--- src/rtl/cnv_pkg.sv ---
// ----------------------------------------------------------------------------
// Convolution and pooling package
// Shared widths and types for the 3x3 convolution, ReLU and max-pool block.
// ----------------------------------------------------------------------------
`default_nettype none
package cnv_pkg;
   localparam int PixelWidth = 8;
   localparam int ValueWidth = 18;
   localparam int SizeWidth  = 9;
   localparam int CsrWidth   = 24;
   localparam int CsrIdxWidth = 2;
   localparam int MinSize    = 5;

   typedef enum logic [CsrIdxWidth-1:0] {
      REG_IMAGE_SIZE = 2'd0,
      REG_KERNEL_TOP = 2'd1,
      REG_KERNEL_MID = 2'd2,
      REG_KERNEL_BOT = 2'd3
   } csr_index_type;

   typedef logic signed [PixelWidth-1:0] pixel_type;
   typedef logic [ValueWidth-1:0]        value_type;

   typedef struct packed {
      pixel_type pixel;
      logic      frame_start;
   } req_word_type;

   typedef struct packed {
      value_type pooled_value;
      logic      frame_last;
   } rsp_word_type;
endpackage
`default_nettype wire

--- src/rtl/cnv_mac_cell.sv ---
// ----------------------------------------------------------------------------
// Convolution cell
// One window column: holds three pixels, hands them on to the older neighbor
// cell and adds its three products to the partial sum along the row.
// ----------------------------------------------------------------------------
`default_nettype none
module cnv_mac_cell (
   input  wire logic                   clock,
   input  wire logic                   enable,
   input  wire cnv_pkg::pixel_type     pix_top,
   input  wire cnv_pkg::pixel_type     pix_mid,
   input  wire cnv_pkg::pixel_type     pix_bot,
   input  wire cnv_pkg::pixel_type     k_top,
   input  wire cnv_pkg::pixel_type     k_mid,
   input  wire cnv_pkg::pixel_type     k_bot,
   input  wire logic signed [19:0]     sum_in,
   output cnv_pkg::pixel_type          top_ff,
   output cnv_pkg::pixel_type          mid_ff,
   output cnv_pkg::pixel_type          bot_ff,
   output logic signed [19:0]          sum_out
);
   import cnv_pkg::*;
   logic signed [19:0] local_w;

   assign local_w = 20'(top_ff * k_top) + 20'(mid_ff * k_mid) + 20'(bot_ff * k_bot);
   assign sum_out = sum_in + local_w;

   always_ff @(posedge clock) begin
      if (enable) begin
         top_ff <= pix_top;
         mid_ff <= pix_mid;
         bot_ff <= pix_bot;
      end
   end
endmodule
`default_nettype wire

--- config.mk ---
export PLATFORM = sky130hd
export DESIGN_NAME = cnv_mac_cell
export DESIGN_NICKNAME = d
export VERILOG_FILES = /design/src/rtl/cnv_pkg.sv /design/src/rtl/cnv_mac_cell.sv
export SDC_FILE = /design/constraint.sdc
export NUM_CORES = 1
export LEC_CHECK = 0
export BUFFER_PORTS_ARGS = -buffer_cell sky130_fd_sc_hd__clkbuf_2
export CAP_MARGIN = 20
export CORE_MARGIN = 2
export CORE_UTILIZATION = 40
export CTS_CLUSTER_DIAMETER = 50
export DETAILED_ROUTE_END_ITERATION = 16
export GPL_ROUTABILITY_DRIVEN = 0
export PLACE_DENSITY = 0.64
export SYNTH_ARGS = -nofsm -noshare
export SYNTH_HDL_FRONTEND = slang
export SYNTH_SLANG_ARGS = --single-unit
--- constraint.sdc ---
create_clock -name clock -period 14.8 [get_ports clock]
set_clock_uncertainty 0.1 [all_clocks]
set_input_delay 4.44 -clock clock [delete_from_list [all_inputs] [get_ports clock]]
set_output_delay 4.44 -clock clock [all_outputs]
set_load 0.01 [all_outputs]
==> results.md <==
- Yosys warns: 0
- Final setup vio count: 0
- Synth Area in Compound Gates: roughly 2.7%
- Worst min-delay path class: in -> reg
- Initial drt markers: between 150 and 200
- PortBufs: ~110
- Leading cell type in the layout, fill and taps excluded: inv_1
- Synthesized instance count: 982
- Post-Synth Simple-Gate Area: between 10% and 20%
- Commonest non-fill, non-tap cells in the layout: 306 x inv_1, 251 x fa_1, 97 x clkbuf_2
- Unique masters post-synth: 34
- Fmax: 0.0682 GHz
- Die area: roughly 26000 sq um
- Vias in the first global route: 7528
- Layout cells sized above 1: between 20% and 30%
- Sink Count: 24
- Rows: 57
- XOR/XNOR share of the synthesized area: under 10%
- Core ar.: roughly 24000 sq um
- Async set-reset flop share out of synthesis: 0%
- Via count: slightly below 7000
- # Max-Cap Violations: 0
- First-pass GRT wire length: roughly 37000 microns
- EDFF count, synth: 24
- Die Ht: between 150 and 200 microns
- RSZ-0062 raised after global routing: yes
- CTS max path bufs: 2
- Dpl cells: approximately 1400
- Top_reg_cell synth: edfxtp_1
- Slew HR: between 50% and 60%
- Initial Util: between 40% and 50%
- Post-route minimum period: about 15 ns
- Pin count of the biggest net entering global routing: 25
- Final Cycle Share: around 99%
- CP Class: in -> out
- Non-Filler Instances: roughly 1500
- Root Buffer: clkbuf_16
- First-pass DRT Iterations: 4
- Synthesis-to-finish area growth: 17.5%
- Vias per inst: ~4.7
- Status: finished clean
- Syn Area/Cell: approximately 10 sq um
- Worst-Margin Slew: approximately 0.7 ns
- Critical Path RT: between 10 and 15 ns
- Antenna violations before repair: 0
- Crit path DAT: 10.12 ns
- Remaining Overflow, GRT: 0
- Mapped cell area: approximately 9900 sq um
- Setup TNS: 0 ns
- Synthesized Nets: roughly 1400
- All-Layer GR Usage: a little under a fifth
- Mux contribution to synthesized area: 0%
- Ports: about 110
- Worst setup SP type: primary input
- Slew Viols, Final: 0
- Clock slew seen by the registers of the worst setup and hold paths: roughly 0.070 ns
- Sequential fraction of the synthesis area: under 10%
- Synth Area in Adders: 64.7%
- Final Hold Viols: 0
- Seq cells post-synth: 24
- Detailed Route WL: 22200 microns
- Final ANT Viol Nets: 0
- Largest family of logic cells by synthesized area: adder cells
- Num CTS Buffers: 3
- Avg WL per Cell: ~15 microns
- Pre-CTS WS: -0.0257 ns
- Worst setup margin: roughly 0.14 ns
- H-tree lvl count: 1
- Critical path peak fanout: 5
- CTS tree: yes
- # nets final: between 1500 and 2000
- DP Wirelength: about 20000 microns
- Die W: 161 microns
- Type of destination of the critical path: output port
- DRC: 0
- Hold_buf cts: 0
==> final cells by class <==
cell class                 count  area [sq um]
inverter                     317          1200
multi-input combinational    637          8270
fill                        2332         12700
clock buffer                   3          75.1
tap                          324           405
sequential                    24           721
timing repair buffer         155           952
antenna                        1          2.50
clock inverter                 1          30.0
==> what timing repair did <==
item / in CTS / in global routing
buffers inserted: 0 / 10
hold endpoints to repair: 0 / 0
pin swaps: 11 / 52
endpoints found under the setup margin: 2 / 11
gates resized for setup: 11 / 111
==> per-layer routing <==
metal	share of wire [%]	up-vias	GRT usage, %	wire length [microns]
met5	0	-	0	0
met4	1.1	0	3.17	235
met1	40	3511	23.1	8780
met3	3.8	16	1.36	847
li1	-	3135	-	-
met2	56	141	34.2	12300
==> critical path, stage by stage <==
cell and delay [ns]:
clkbuf_4 0.17, nand2_4 0.07, fa_2 0.54, buf_4 0.16
fa_1 0.54, inv_2 0.06, fa_1 0.50, fa_1 0.47
fa_1 0.53, fa_1 0.56, inv_2 0.04, fa_1 0.51
inv_2 0.05, ha_4 0.28, buf_6 0.10, o21ai_2 0.05
a22oi_2 0.20, o211ai_1 0.17, buf_4 0.17, o211ai_1 0.11
a21oi_2 0.09, xnor2_1 0.16, buf_2 0.16
==> path summary, 6_finish.rpt <==
kind / from / endpoint / slack, ns / depth (start not counted)
max: k_bot[2] / sum_out[17] / 0.14 / 23
min: pix_mid[7] / mid_ff[7] / 4.24 / 1
==> cells in the mapped netlist (3+ instances only) <==
cell / n / area, sq um
fa_1: 260 / 5200
a21o_1: 5 / 37.5
o21ai_1: 4 / 20.0
nand3_1: 3 / 15.0
and3_1: 3 / 18.8
ha_1: 97 / 1210
edfxtp_1: 24 / 721
a21oi_1: 12 / 60.1
xor2_1: 6 / 52.6
o21bai_1: 3 / 22.5
nand2_1: 86 / 323
nand2b_1: 9 / 56.3
xnor2_1: 21 / 184
o21ai_0: 4 / 20.0
inv_1: 315 / 1180
and2_1: 88 / 551
clkbuf_1: 4 / 15.0
nor2_1: 16 / 60.1
==> metrics by stage <==
step | utilization, % | hold slack [ns] | cell area, sq um
2_1_floorplan | - | 4.44 | 9920
3_3_place_gp | 45.7 | 4.52 | 11100
3_5_place_dp | 45.7 | 4.52 | 11100
4_1_cts | 46.3 | 4.23 | 11300
5_1_grt | 47.9 | 4.24 | 11700
6_report | 47.9 | 4.24 | 11700
==> state kept, by name (all words and copies together) (netlist names) <==
signal  count
mid_ff      8
top_ff      8
bot_ff      8
==> kinds of logic after synthesis <==
group,after synthesis
compound gates,40
xor+xnor,27
fa+ha+maj,357
buf+inv,321
flops,24
simple gates,213
Power is not shown: default switching activity piles up to over one toggle a cycle in this logic, so the estimate is an artifact.
