===== src/rtl/cnv_pkg.sv =====
// ----------------------------------------------------------------------------
// Convolution and pooling package
// Shared widths and types for the 3x3 convolution, ReLU and max-pool block.
// ----------------------------------------------------------------------------
`default_nettype none
package cnv_pkg;
   localparam int PixelWidth = 8;
   localparam int ValueWidth = 18;
   localparam int SizeWidth  = 9;
   localparam int CsrWidth   = 24;
   localparam int CsrIdxWidth = 2;
   localparam int MinSize    = 5;

   typedef enum logic [CsrIdxWidth-1:0] {
      REG_IMAGE_SIZE = 2'd0,
      REG_KERNEL_TOP = 2'd1,
      REG_KERNEL_MID = 2'd2,
      REG_KERNEL_BOT = 2'd3
   } csr_index_type;

   typedef logic signed [PixelWidth-1:0] pixel_type;
   typedef logic [ValueWidth-1:0]        value_type;

   typedef struct packed {
      pixel_type pixel;
      logic      frame_start;
   } req_word_type;

   typedef struct packed {
      value_type pooled_value;
      logic      frame_last;
   } rsp_word_type;
endpackage
`default_nettype wire


===== src/rtl/cnv_max_cell.sv =====
// ----------------------------------------------------------------------------
// Pooling cell
// One pooling column: maximum of three values and of the neighbor's result.
// ----------------------------------------------------------------------------
`default_nettype none
module cnv_max_cell (
   input  wire logic                clock,
   input  wire logic                enable,
   input  wire cnv_pkg::value_type  v_top,
   input  wire cnv_pkg::value_type  v_mid,
   input  wire cnv_pkg::value_type  v_bot,
   input  wire cnv_pkg::value_type  max_in,
   output cnv_pkg::value_type       max_ff
);
   import cnv_pkg::*;
   value_type a_w;
   value_type b_w;
   value_type max_in_w;

   always_comb begin
      a_w = (v_top > v_mid) ? v_top : v_mid;
      b_w = (v_bot > max_in) ? v_bot : max_in;
      max_in_w = (a_w > b_w) ? a_w : b_w;
   end

   always_ff @(posedge clock) begin
      if (enable) begin
         max_ff <= max_in_w;
      end
   end
endmodule
`default_nettype wire


===== config.mk =====
export PLATFORM = sky130hd
export DESIGN_NAME = cnv_max_cell
export DESIGN_NICKNAME = d
export VERILOG_FILES = /design/src/rtl/cnv_pkg.sv /design/src/rtl/cnv_max_cell.sv
export SDC_FILE = /design/constraint.sdc
export NUM_CORES = 1
export LEC_CHECK = 0
export ABC_AREA = 1
export BUFFER_PORTS_ARGS = -buffer_cell sky130_fd_sc_hd__buf_2
export CAP_MARGIN = 20
export CORE_ASPECT_RATIO = 1.1
export CORE_MARGIN = 3
export CORE_UTILIZATION = 58
export DETAILED_ROUTE_END_ITERATION = 8
export GPL_TIMING_DRIVEN = 0
export PLACE_DENSITY = 0.9
export SYNTH_ARGS = -nofsm -noshare
export SYNTH_HDL_FRONTEND = slang
export SYNTH_SLANG_ARGS = --single-unit
export TNS_END_PERCENT = 50

===== constraint.sdc =====
create_clock -name clock -period 5.6 [get_ports clock]
set_input_delay 0.28 -clock clock [delete_from_list [all_inputs] [get_ports clock]]
set_output_delay 0.28 -clock clock [all_outputs]
set_load 0.03 [all_outputs]

==> flow_metrics.py, run 1 <==
metrics = {
    "run_status": {
        "status": "complete, no violations",
    },
    "place": {
        "post-dp-hpwl_mm": 6.43,
        "place_area_sq_um": 3600,
        "port_buffers": 91,
        "gp_congestion": 0.821,
    },
    "final_layout": {
        "regArea_sq_um": 541,
        "design_area_sq_um": 3650,
        "largest_reg_flops": 18,
        "fin_nets": 689,
        "fillCellCount": 443,
        "antenna_cells": 0,
        "regMostFlops": "max_ff",
        "drive_gt1_share_pct": 23.4,
        "syn_to_final_growth_pct": 18.6,
        "multiInputGateArea_sq_um": 2110,
        "top_regs": "max_ff x18",
        "final_util_pct": 72.0,
    },
    "yosys": {
        "synth_xor_area_share_pct": 0,
        "ys_top_cells_by_area": "ha_1 (22%), edfxtp_1 (18%), nand2_1 (16%)",
        "seq_area_frac_synth_pct": 17.6,
        "syn_nets": 593,
        "synth_ff_type": "edfxtp_1",
        "async_flop_share_pct": 0,
        "yosysUniqueCellTypes": 26,
        "synth_seq_cells": 18,
        "synthSimpleGateAreaFrac_pct": 42.5,
        "synth-edff-count": 18,
        "synth_compound_area_share_pct": 4.19,
        "synth_top_family_by_area": "simple AND/OR/NAND/NOR gates",
        "yosysTopAreaCell": "ha_1",
        "yosysTopAreaCellShare_pct": 22.0,
        "synthCells": 465,
        "netlist_area_sq_um": 3080,
        "synth_adder_area_share_pct": 22.0,
        "synth.most_common_cell": "nand2_1",
        "synth.area.mux_share_pct": 0,
        "syn_avg_cell_area_sq_um": 6.61,
        "synthTopCellsByCount": "nand2_1 (127), inv_1 (95), nand3_1 (79), ha_1 (54), and2_1 (20)",
        "synth_warnings": 0,
    },
    "cts": {
        "cts_made_buffers": 3,
        "cts_resized": 0,
        "cts_tree": "done",
        "clockBufferDepth": 2,
        "post-cts-setup-buffer-count": 0,
        "cts_root_buf": "clkbuf_8",
        "hold_buffers": 0,
        "htree_levels": 1,
        "clk_pin_slew_ns": 0.07,
        "clock_sink_count": 18,
    },
    "setup_path": {
        "path_cells": "buf_2 -> inv_1 -> ha_1 -> nand2_1 -> inv_1 -> nand3_1 -> nor3_2 -> nand4_4 -> nand2_4 -> buf_6 -> nand2_1 -> and2_1 -> ha_1 -> nand2_1 -> inv_1 -> nand2_1 -> nand2_1 -> a21oi_1 -> nand3_1 -> nand2_2 -> clkinv_2 -> buf_6 -> nand3_1 -> nand2_1",
        "cpMaxStageDelayCell": "ha_1",
        "required_ns": 5.61,
        "end_kind": "flop",
        "cpMostUsedCell": "nand2_1",
        "worstSetupPathType": "in -> reg",
        "crit_arrival_ns": 3.54,
        "cp_num_buf_inv": 7,
        "crit_path_start_kind": "input pin",
        "cpPeakStageDelay_ns": 0.31,
        "crit_family": "simple AND/OR/NAND/NOR gates",
        "critical_path_peak_fanout": 10,
    },
    "timing": {
        "finalSetupTns_ns": 0,
        "slew_viol_final": 0,
        "setup_viol": 0,
        "tightest_slew_ns": 0.404,
        "fmaxAchievable_ghz": 0.283,
        "rsz0062_at_grt": "no",
        "maxSlewHeadroom_pct": 73.1,
        "min_period_ns": 3.53,
        "period_share_pct": 63.0,
        "hold_viol": 0,
        "hold_slack_ns": 0.437,
    },
    "route": {
        "drtIter0Drc": 119,
        "vias": 3245,
        "ant_nets": 0,
        "wire_per_inst_um": 11.8,
        "detail_route.drc_violations": 0,
        "vias_per_cell": 5.25,
        "dr.pass1.iters": 5,
        "finalWirelength_mm": 7.31,
    },
    "power_and_ir_drop": {
        "peakVddDrop_uv": 254,
        "power_uw": 772,
        "powerDensity_nw_per_um2": 212,
        "p_leak_uw": 0.00228,
    },
    "floorplan": {
        "core_sq_um": 5070,
        "dieHeight_um": 82.4,
        "num_rows": 27,
        "ioPinCount": 92,
        "dieArea_sq_um": 6210,
        "start_util_pct": 60.7,
        "dieWidth_um": 75.4,
    },
    "global_routing": {
        "grt_usage_pct": 23.4,
        "grt_max_degree": 19,
        "grt_pass1_vias": 3157,
        "grt_pass1_wl_mm": 11.7,
        "grt-ovfl-total": 0,
        "antenna_found_initial": 0,
    },
    "min_path": {
        "min_to": "max_ff[3]$_DFFE_PP_",
        "hp-class": "in -> reg",
        "holdPathStages": 5,
        "min_from": "v_mid[3]",
    },
    "job": {
        "maxCapViolCount": 0,
    },
}
layer usage:
| metal | part of all wire, % | vias up | global-route usage, % |
|---|---|---|---|
| li1 | - | 1676 | - |
| met1 | 40 | 1451 | 24.4 |
| met2 | 52 | 100 | 46.5 |
| met3 | 5.2 | 18 | 3.75 |
| met4 | 2.1 | 0 | 7.52 |
| met5 | 0 | - | 0 |
layout by cell type, fill, tap and decap left out:
cell type,synthesis,final
a21o_1,3,3
a21oi_1,16,16
and2_1,20,20
buf_2,2,93
buf_4,2,2
buf_6,3,3
clkbuf_1,1,1
clkbuf_8,0,3
clkinv_1,0,1
clkinv_2,1,1
edfxtp_1,18,18
ha_1,54,54
inv_1,95,95
nand2_1,127,127
nand2_2,14,14
nand2_4,4,4
nand3_1,79,79
nand3_4,2,2
nand3b_1,1,1
nand4_4,1,1
nor2_1,11,11
nor2_2,3,3
nor2_4,2,2
nor2_8,1,1
nor3_2,1,1
o21ai_0,2,2
o21ai_2,1,1
o21bai_1,1,1
where the power goes:
| part | total [uW] | internal [uW] | switching [uW] |
|---|---|---|---|
| clock | 92.4 | 48.7 | 43.7 |
| sequential | 207 | 196 | 10.5 |
| combinational | 473 | 172 | 301 |
| total | 772 | 417 | 355 |
cells by family after synthesis:
logic type | after synthesis
and+or+nand+nor | 266
buffers and inverters | 104
adders and majority gates | 54
AOI/OAI and AO/OA | 23
DFF | 18
cell type report:
type	count	share of cell area, %
clock inverters	1	0.103
repair buffers	91	12.5
well taps	58	1.99
plain buffers	8	1.71
flip-flops and latches	18	14.8
inverters	96	9.91
clock buffers	3	1.13
multi-input cells	343	57.9
how the worst max path moves through the flow:
stage,from,end,slack (ns),cells after the start
after global routing,v_mid[13],max_ff[10]$_DFFE_PP_,1.80,24
after CTS,v_mid[13],max_ff[8]$_DFFE_PP_,2.10,24
after global placement,v_mid[13],max_ff[14]$_DFFE_PP_,2.00,22
after detailed placement,v_mid[13],max_ff[10]$_DFFE_PP_,1.87,24
final,v_mid[13],max_ff[8]$_DFFE_PP_,2.07,24
after floorplan,v_mid[9],max_ff[10]$_DFFE_PP_,2.48,22
through the flow:
stage	setup WS, ns	std cells
6_report	2.07	618
5_1_grt	1.80	618
4_1_cts	2.10	618
3_5_place_dp	1.87	614
3_3_place_gp	2.00	614
2_1_floorplan	2.48	465
tightest hold or removal path: stages:
cell	delay, ns
buf_2	0.07
inv_1	0.05
nand2_1	0.07
nand3_1	0.06
nand2_1	0.05
Power figures use the tool's default switching activity.
==> run 2: changes to the inputs <==
--- a/config.mk
+++ b/config.mk
@@ -5,15 +5,15 @@
 export SDC_FILE = /design/constraint.sdc
 export NUM_CORES = 1
 export LEC_CHECK = 0
-export ABC_AREA = 1
+export ABC_AREA = 0
 export BUFFER_PORTS_ARGS = -buffer_cell sky130_fd_sc_hd__buf_2
 export CAP_MARGIN = 20
 export CORE_ASPECT_RATIO = 1.1
 export CORE_MARGIN = 3
-export CORE_UTILIZATION = 58
+export CORE_UTILIZATION = 49
 export DETAILED_ROUTE_END_ITERATION = 8
 export GPL_TIMING_DRIVEN = 0
-export PLACE_DENSITY = 0.9
+export PLACE_DENSITY = 0.81
 export SYNTH_ARGS = -nofsm -noshare
 export SYNTH_HDL_FRONTEND = slang
 export SYNTH_SLANG_ARGS = --single-unit
==> constraint.sdc (replaced) <==
create_clock -name clock -period 2.8 [get_ports clock]
set_input_delay 0.14 -clock clock [delete_from_list [all_inputs] [get_ports clock]]
set_output_delay 0.14 -clock clock [all_outputs]
set_load 0.03 [all_outputs]
==> run 2 against run 1 <==
Net effect: utilization is 9.0 points higher; the run now ends with negative setup slack left; highest routed layer unchanged; largest cell class unchanged; global-route usage increased by 5.4 points; combinational power grew to 3.0 times the previous value; worst setup slack got worse by 2.9 ns; first-iteration DRC count grew to 2.9 times the previous value; synthesized cell count is 9.7% lower; clock power rose by 87%.
==> flow_metrics.py, run 2 <==
metrics = {
    "run_status": {
        "violations": "negative setup slack",
        "status": "finished with violations",
    },
    "power_and_ir_drop": {
        "powerDensity_nw_per_um2": 386,
        "seqPwrFrac_pct": 20.4,
        "p_comb_share_pct": 70.9,
        "peakVddDrop_uv": 225,
        "power_uw": 1990,
        "p_leak_uw": 0.00232,
        "p_int_uw": 1130,
        "swShare_pct": 43.0,
        "clockPowerShare_pct": 8.7,
        "p_sw_uw": 853,
    },
    "cts": {
        "clk_pin_slew_ns": 0.06,
        "cts_tree": "done",
        "cts_root_buf": "clkbuf_8",
        "cts_made_buffers": 3,
        "clockBufferDepth": 2,
        "htree_levels": 1,
        "clock_sink_count": 18,
        "hold_buffers": 0,
    },
    "timing": {
        "rsz0062_at_grt": "yes",
        "finalWorstSetupSlack_ns": -0.865,
        "setup_viol": 18,
        "fmaxAchievable_ghz": 0.273,
        "slew_viol_final": 0,
        "finalSetupTns_ns": -14.50,
        "min_period_ns": 3.67,
        "maxSlewHeadroom_pct": 72.1,
        "tightest_slew_ns": 0.418,
        "hold_viol": 0,
        "period_share_pct": 131,
        "hold_slack_ns": 0.333,
    },
    "yosys": {
        "syn_nets": 548,
        "synthTopCellsByCount": "inv_1 (57), ha_1 (54), nand4_1 (47), nand2_1 (45), o21ai_0 (25)",
        "synthCells": 420,
        "synth_warnings": 0,
        "yosysUniqueCellTypes": 36,
        "synth_seq_cells": 18,
        "yosysTopAreaCellShare_pct": 20.5,
        "async_flop_share_pct": 0,
        "seq_area_frac_synth_pct": 16.4,
        "yosysTopAreaCell": "ha_1",
        "ys_top_cells_by_area": "ha_1 (20%), edfxtp_1 (16%), nand4_1 (8.9%)",
        "syn_avg_cell_area_sq_um": 7.86,
        "synth.most_common_cell": "inv_1",
        "synth-edff-count": 18,
        "netlist_area_sq_um": 3300,
        "synth_ff_type": "edfxtp_1",
    },
    "final_layout": {
        "top_regs": "max_ff x18",
        "largest_reg_flops": 18,
        "drive_gt1_share_pct": 44.1,
        "layout_commonest_cell": "buf_2",
        "mostFrequentLayoutCells": "buf_2 (72), nand4_1 (47), nand2_1 (41)",
        "regMostFlops": "max_ff",
        "antenna_cells": 0,
        "syn_to_final_growth_pct": 55.8,
        "fin_nets": 677,
    },
    "job": {
        "maxCapViolCount": 0,
    },
    "floorplan": {
        "dieArea_sq_um": 7760,
        "dieWidth_um": 84.2,
        "start_util_pct": 52.0,
        "core_sq_um": 6340,
        "ioPinCount": 92,
        "dieHeight_um": 92.1,
        "num_rows": 30,
    },
    "place": {
        "gp_congestion": 0.855,
        "post-dp-hpwl_mm": 7.54,
        "port_buffers": 91,
        "place_ws_ns": -1.57,
    },
    "route": {
        "drtIter0Drc": 346,
        "finalWirelength_mm": 12.9,
        "detail_route.drc_violations": 0,
        "vias": 4119,
        "wire_per_inst_um": 20.6,
        "ant_nets": 0,
        "vias_per_cell": 6.57,
        "dr.pass1.iters": 5,
    },
    "setup_path": {
        "end_kind": "flop",
        "critical_path_peak_fanout": 5,
        "cp_num_buf_inv": 6,
        "required_ns": 2.80,
        "crit_path_start_kind": "input pin",
        "path_cells": "buf_2 -> inv_4 -> ha_4 -> nand4_1 -> buf_4 -> nor4_4 -> a221oi_4 -> and3_1 -> buf_6 -> buf_8 -> o211a_4 -> ha_1 -> nand4_1 -> nor2_2 -> nand4_1 -> and2_0 -> a22oi_1 -> buf_4 -> mux2_4",
        "cpMaxStageDelayCell": "ha_1",
        "crit_arrival_ns": 3.67,
        "cpMostUsedCell": "nand4_1",
        "worstSetupPathType": "in -> reg",
        "cpPeakStageDelay_ns": 0.32,
        "crit_family": "simple AND/OR/NAND/NOR gates",
    },
    "global_routing": {
        "grt_pass1_wl_mm": 18.7,
        "antenna_found_initial": 0,
        "grt_usage_pct": 28.9,
        "grt_max_degree": 19,
        "grt_pass1_vias": 3969,
        "grt-ovfl-total": 0,
    },
    "min_path": {
        "hp-class": "in -> reg",
    },
}
-- run 2: cell types whose count changed in the layout (fill, tap and decap cells not counted), moves of 28 or more --
cell     previous run  this run
nand2_1           127        41
nand3_1            79         2
inv_1              95        40
nand4_1             0        47
buf_4               2        33
ha_1               54        26
-- run 2: repair_timing --
| action | in CTS | in global routing |
|---|---|---|
| resized for setup | 137 | 52 |
| setup buffers | 21 | 12 |
| endpoints found under the hold margin | 0 | 0 |
| setup endpoints to repair | 18 | 18 |
| cloned | 2 | 2 |
| pin swaps | 42 | 19 |
-- run 2: path summary, 6_finish.rpt --
kind / startpoint / depth (start not counted) / slack, ns / endpoint
worst max-delay path: max_in[11] / 19 / -0.87 / max_ff[0]$_DFFE_PP_
worst min-delay path: enable / 1 / 0.33 / max_ff[13]$_DFFE_PP_
-- run 2: area by class of cell --
cell class	count	area, sq um
inverter	57	246
sequential	18	541
tap	80	100
fill	355	1200
multi-input combinational	320	3090
buffer	22	214
timing repair buffer	127	907
clock buffer	3	41.3
-- run 2: cells by family (layout without fill, tap and decap cells) --
group           after synthesis  count (layout)  share of synthesized area (%)
compound gates              101             102                           21.4
fa+ha+maj                    54              54                           20.5
buf+inv                      83             209                           9.86
flops                        18              18                           16.4
mux                          18              18                           5.50
simple gates                146             146                           26.4
-- run 2: routing by layer --
layer  vias to the layer above  track usage (%)  part of all wire [%]
met5                         -                0                     0
met4                         0             12.2                   4.1
met3                        66             1.89                   8.1
met2                       302             52.9                    50
met1                      1904             34.4                    37
li1                       1847                -                     -
-- run 2: power groups by stage --
stage	sequential [uW]	clock, uW	combinational [uW]
CTS	401	173	1210
global placement	405	0	916
floorplan	527	0	559
global route	408	183	1490
detailed placement	406	0	956
finish	404	173	1410
-- run 2: through the flow --
stage | cell area (sq um) | cells | utilization, %
floorplan | 3390 | 420 | -
global placement | 3950 | 591 | 62.2
detailed placement | 3950 | 591 | 62.2
CTS | 4860 | 613 | 76.6
global route | 5140 | 627 | 81.0
finish | 5140 | 627 | 81.0
==> run 3: changes to the inputs <==
--- a/config.mk
+++ b/config.mk
@@ -11,9 +11,11 @@
 export CORE_ASPECT_RATIO = 1.1
 export CORE_MARGIN = 3
 export CORE_UTILIZATION = 49
+export CTS_CLUSTER_DIAMETER = 100
 export DETAILED_ROUTE_END_ITERATION = 8
 export GPL_TIMING_DRIVEN = 0
 export PLACE_DENSITY = 0.81
+export REMOVE_ABC_BUFFERS = 1
 export SYNTH_ARGS = -nofsm -noshare
 export SYNTH_HDL_FRONTEND = slang
 export SYNTH_SLANG_ARGS = --single-unit
==> run 3 against run 2 <==
Net effect: the flow still finishes with violations (negative setup slack); final area is 8.8% lower; worst hold slack better by 0.010 ns; utilization is 7.1 points lower; routed wire length is 11% lower; die area stayed put; combinational power is 9% lower; total power is 6.5% lower; sequential cell count stayed put; via count is 3.0% lower; critical path depth is 1 lower; worst setup slack better by 0.11 ns; critical path type unchanged; critical endpoint unchanged; largest power group unchanged; highest routed layer unchanged.
==> flow_metrics.py, run 3 (synthesis results as in run 2) <==
metrics = {
    "floorplan": {
        "dieWidth_um": 84.2,
        "core_sq_um": 6340,
        "num_rows": 30,
        "start_util_pct": 52.0,
        "dieArea_sq_um": 7760,
        "dieHeight_um": 92.1,
        "ioPinCount": 92,
    },
    "cts": {
        "cts_tree": "done",
        "htree_levels": 1,
        "cts_made_buffers": 3,
        "hold_buffers": 0,
        "cts_root_buf": "clkbuf_8",
        "clk_pin_slew_ns": 0.07,
        "clock_sink_count": 18,
        "clockBufferDepth": 2,
    },
    "timing": {
        "maxSlewHeadroom_pct": 68.8,
        "finalWorstSetupSlack_ns": -0.759,
        "setup_viol": 18,
        "hold_viol": 0,
        "slew_viol_final": 0,
        "min_period_ns": 3.56,
        "hold_slack_ns": 0.343,
        "rsz0062_at_grt": "yes",
        "fmaxAchievable_ghz": 0.281,
        "tightest_slew_ns": 0.468,
        "period_share_pct": 127,
    },
    "route": {
        "vias_per_cell": 6.48,
        "dr.pass1.iters": 5,
        "finalWirelength_mm": 11.5,
        "drtIter0Drc": 308,
        "detail_route.drc_violations": 0,
        "wire_per_inst_um": 18.6,
        "vias": 3996,
        "ant_nets": 0,
    },
    "global_routing": {
        "grt_max_degree": 20,
        "grt_usage_pct": 27.3,
        "antenna_found_initial": 0,
        "grt_pass1_wl_mm": 17.9,
        "grt-ovfl-total": 0,
        "grt_pass1_vias": 3795,
    },
    "final_layout": {
        "fillCellCount": 429,
        "layout_commonest_cell": "buf_2",
        "antenna_cells": 0,
        "syn_to_final_growth_pct": 42.1,
        "stdcell_count": 617,
        "mostFrequentLayoutCells": "buf_2 (88), inv_1 (52), nand4_1 (47)",
        "fin_nets": 667,
        "top_regs": "max_ff x18",
        "drive_gt1_share_pct": 38.4,
        "largest_reg_flops": 18,
        "regMostFlops": "max_ff",
    },
    "setup_path": {
        "cpPeakStageDelay_ns": 0.32,
        "crit_arrival_ns": 3.57,
        "required_ns": 2.81,
        "crit_path_start_kind": "input pin",
        "cp_num_buf_inv": 5,
        "critical_path_peak_fanout": 8,
        "cpMaxStageDelayCell": "nor4_4",
        "end_kind": "flop",
        "crit_family": "simple AND/OR/NAND/NOR gates",
        "path_cells": "buf_2 -> inv_1 -> ha_4 -> nand4_4 -> nor4_4 -> buf_4 -> a221oi_4 -> buf_6 -> and3_4 -> o211a_4 -> ha_4 -> nand4_1 -> nor2_2 -> nand4_1 -> and2_4 -> a22oi_2 -> clkbuf_16 -> mux2_2",
        "worstSetupPathType": "in -> reg",
    },
    "min_path": {
        "hp-class": "in -> reg",
    },
    "run_status": {
        "status": "finished with violations",
        "violations": "negative setup slack",
    },
    "power_and_ir_drop": {
        "peakVddDrop_uv": 234,
        "p_leak_uw": 0.00224,
        "powerDensity_nw_per_um2": 396,
    },
    "place": {
        "gp_congestion": 0.903,
        "dp.cells": 569,
        "port_buffers": 91,
        "post-dp-hpwl_mm": 7.00,
        "place_ws_ns": -2.35,
    },
    "job": {
        "maxCapViolCount": 0,
    },
}
==> run 3: cell count changes in the layout (fill, tap and decap cells not counted), moves of 5 or more <==
| cell | delta |
|---|---|
| buf_2 | +16 |
| inv_1 | +12 |
| ha_1 | +11 |
| buf_6 | -10 |
| ha_4 | -10 |
| o21ai_0 | +10 |
| o21ai_1 | -10 |
| inv_4 | -8 |
| buf_8 | -6 |
| clkbuf_4 | -5 |
| o211a_1 | +5 |
| o211a_4 | -5 |
==> run 3: layer usage <==
metal	global-route usage, %	vias to the layer above	routed length [um]
met3	3.05	45	975
met1	33.2	1847	4460
met2	47.8	275	5640
met5	0	-	0
met4	12.2	0	385
li1	-	1829	-
==> run 3: power by group <==
part           total (uW)  internal, uW  switching [uW]
sequential            399           382            16.5
combinational        1280           579             699
clock                 179          95.7            83.6
total                1860          1060             799
==> run 3: worst paths after layout <==
| path | from | to | slack, ns | depth (start not counted) |
|---|---|---|---|---|
| setup / recovery | max_in[16] | max_ff[0]$_DFFE_PP_ | -0.76 | 18 |
| hold / removal | enable | max_ff[10]$_DFFE_PP_ | 0.34 | 1 |
==> run 3: cell type report <==
class,instances,area [sq um],area share [%]
repair buffers,136,888,18.9
inverters,57,214,4.56
well taps,80,100,2.13
clock buffers,3,41.3,0.880
flip-flops and latches,18,541,11.5
multi-input cells,323,2910,62.0
==> run 3: through the flow <==
stage	utilization (%)	setup TNS, ns	total power, uW	cell area (sq um)
6_report	73.9	-12.19	1860	4690
5_1_grt	73.9	-14.44	1960	4690
4_1_cts	70.7	-9.49	1750	4490
3_5_place_dp	60.2	-37.80	1350	3820
3_3_place_gp	59.0	-55.36	1290	3740
2_1_floorplan	-	-36.52	1050	3190
==> run 3: what timing repair did <==
action / CTS / global route
resized for setup: 68 / 19
endpoints found under the setup margin: 18 / 18
hold endpoints to repair: 0 / 0
cloned: 6 / 1
pin swaps: 49 / 14
buffers inserted: 26 / 13
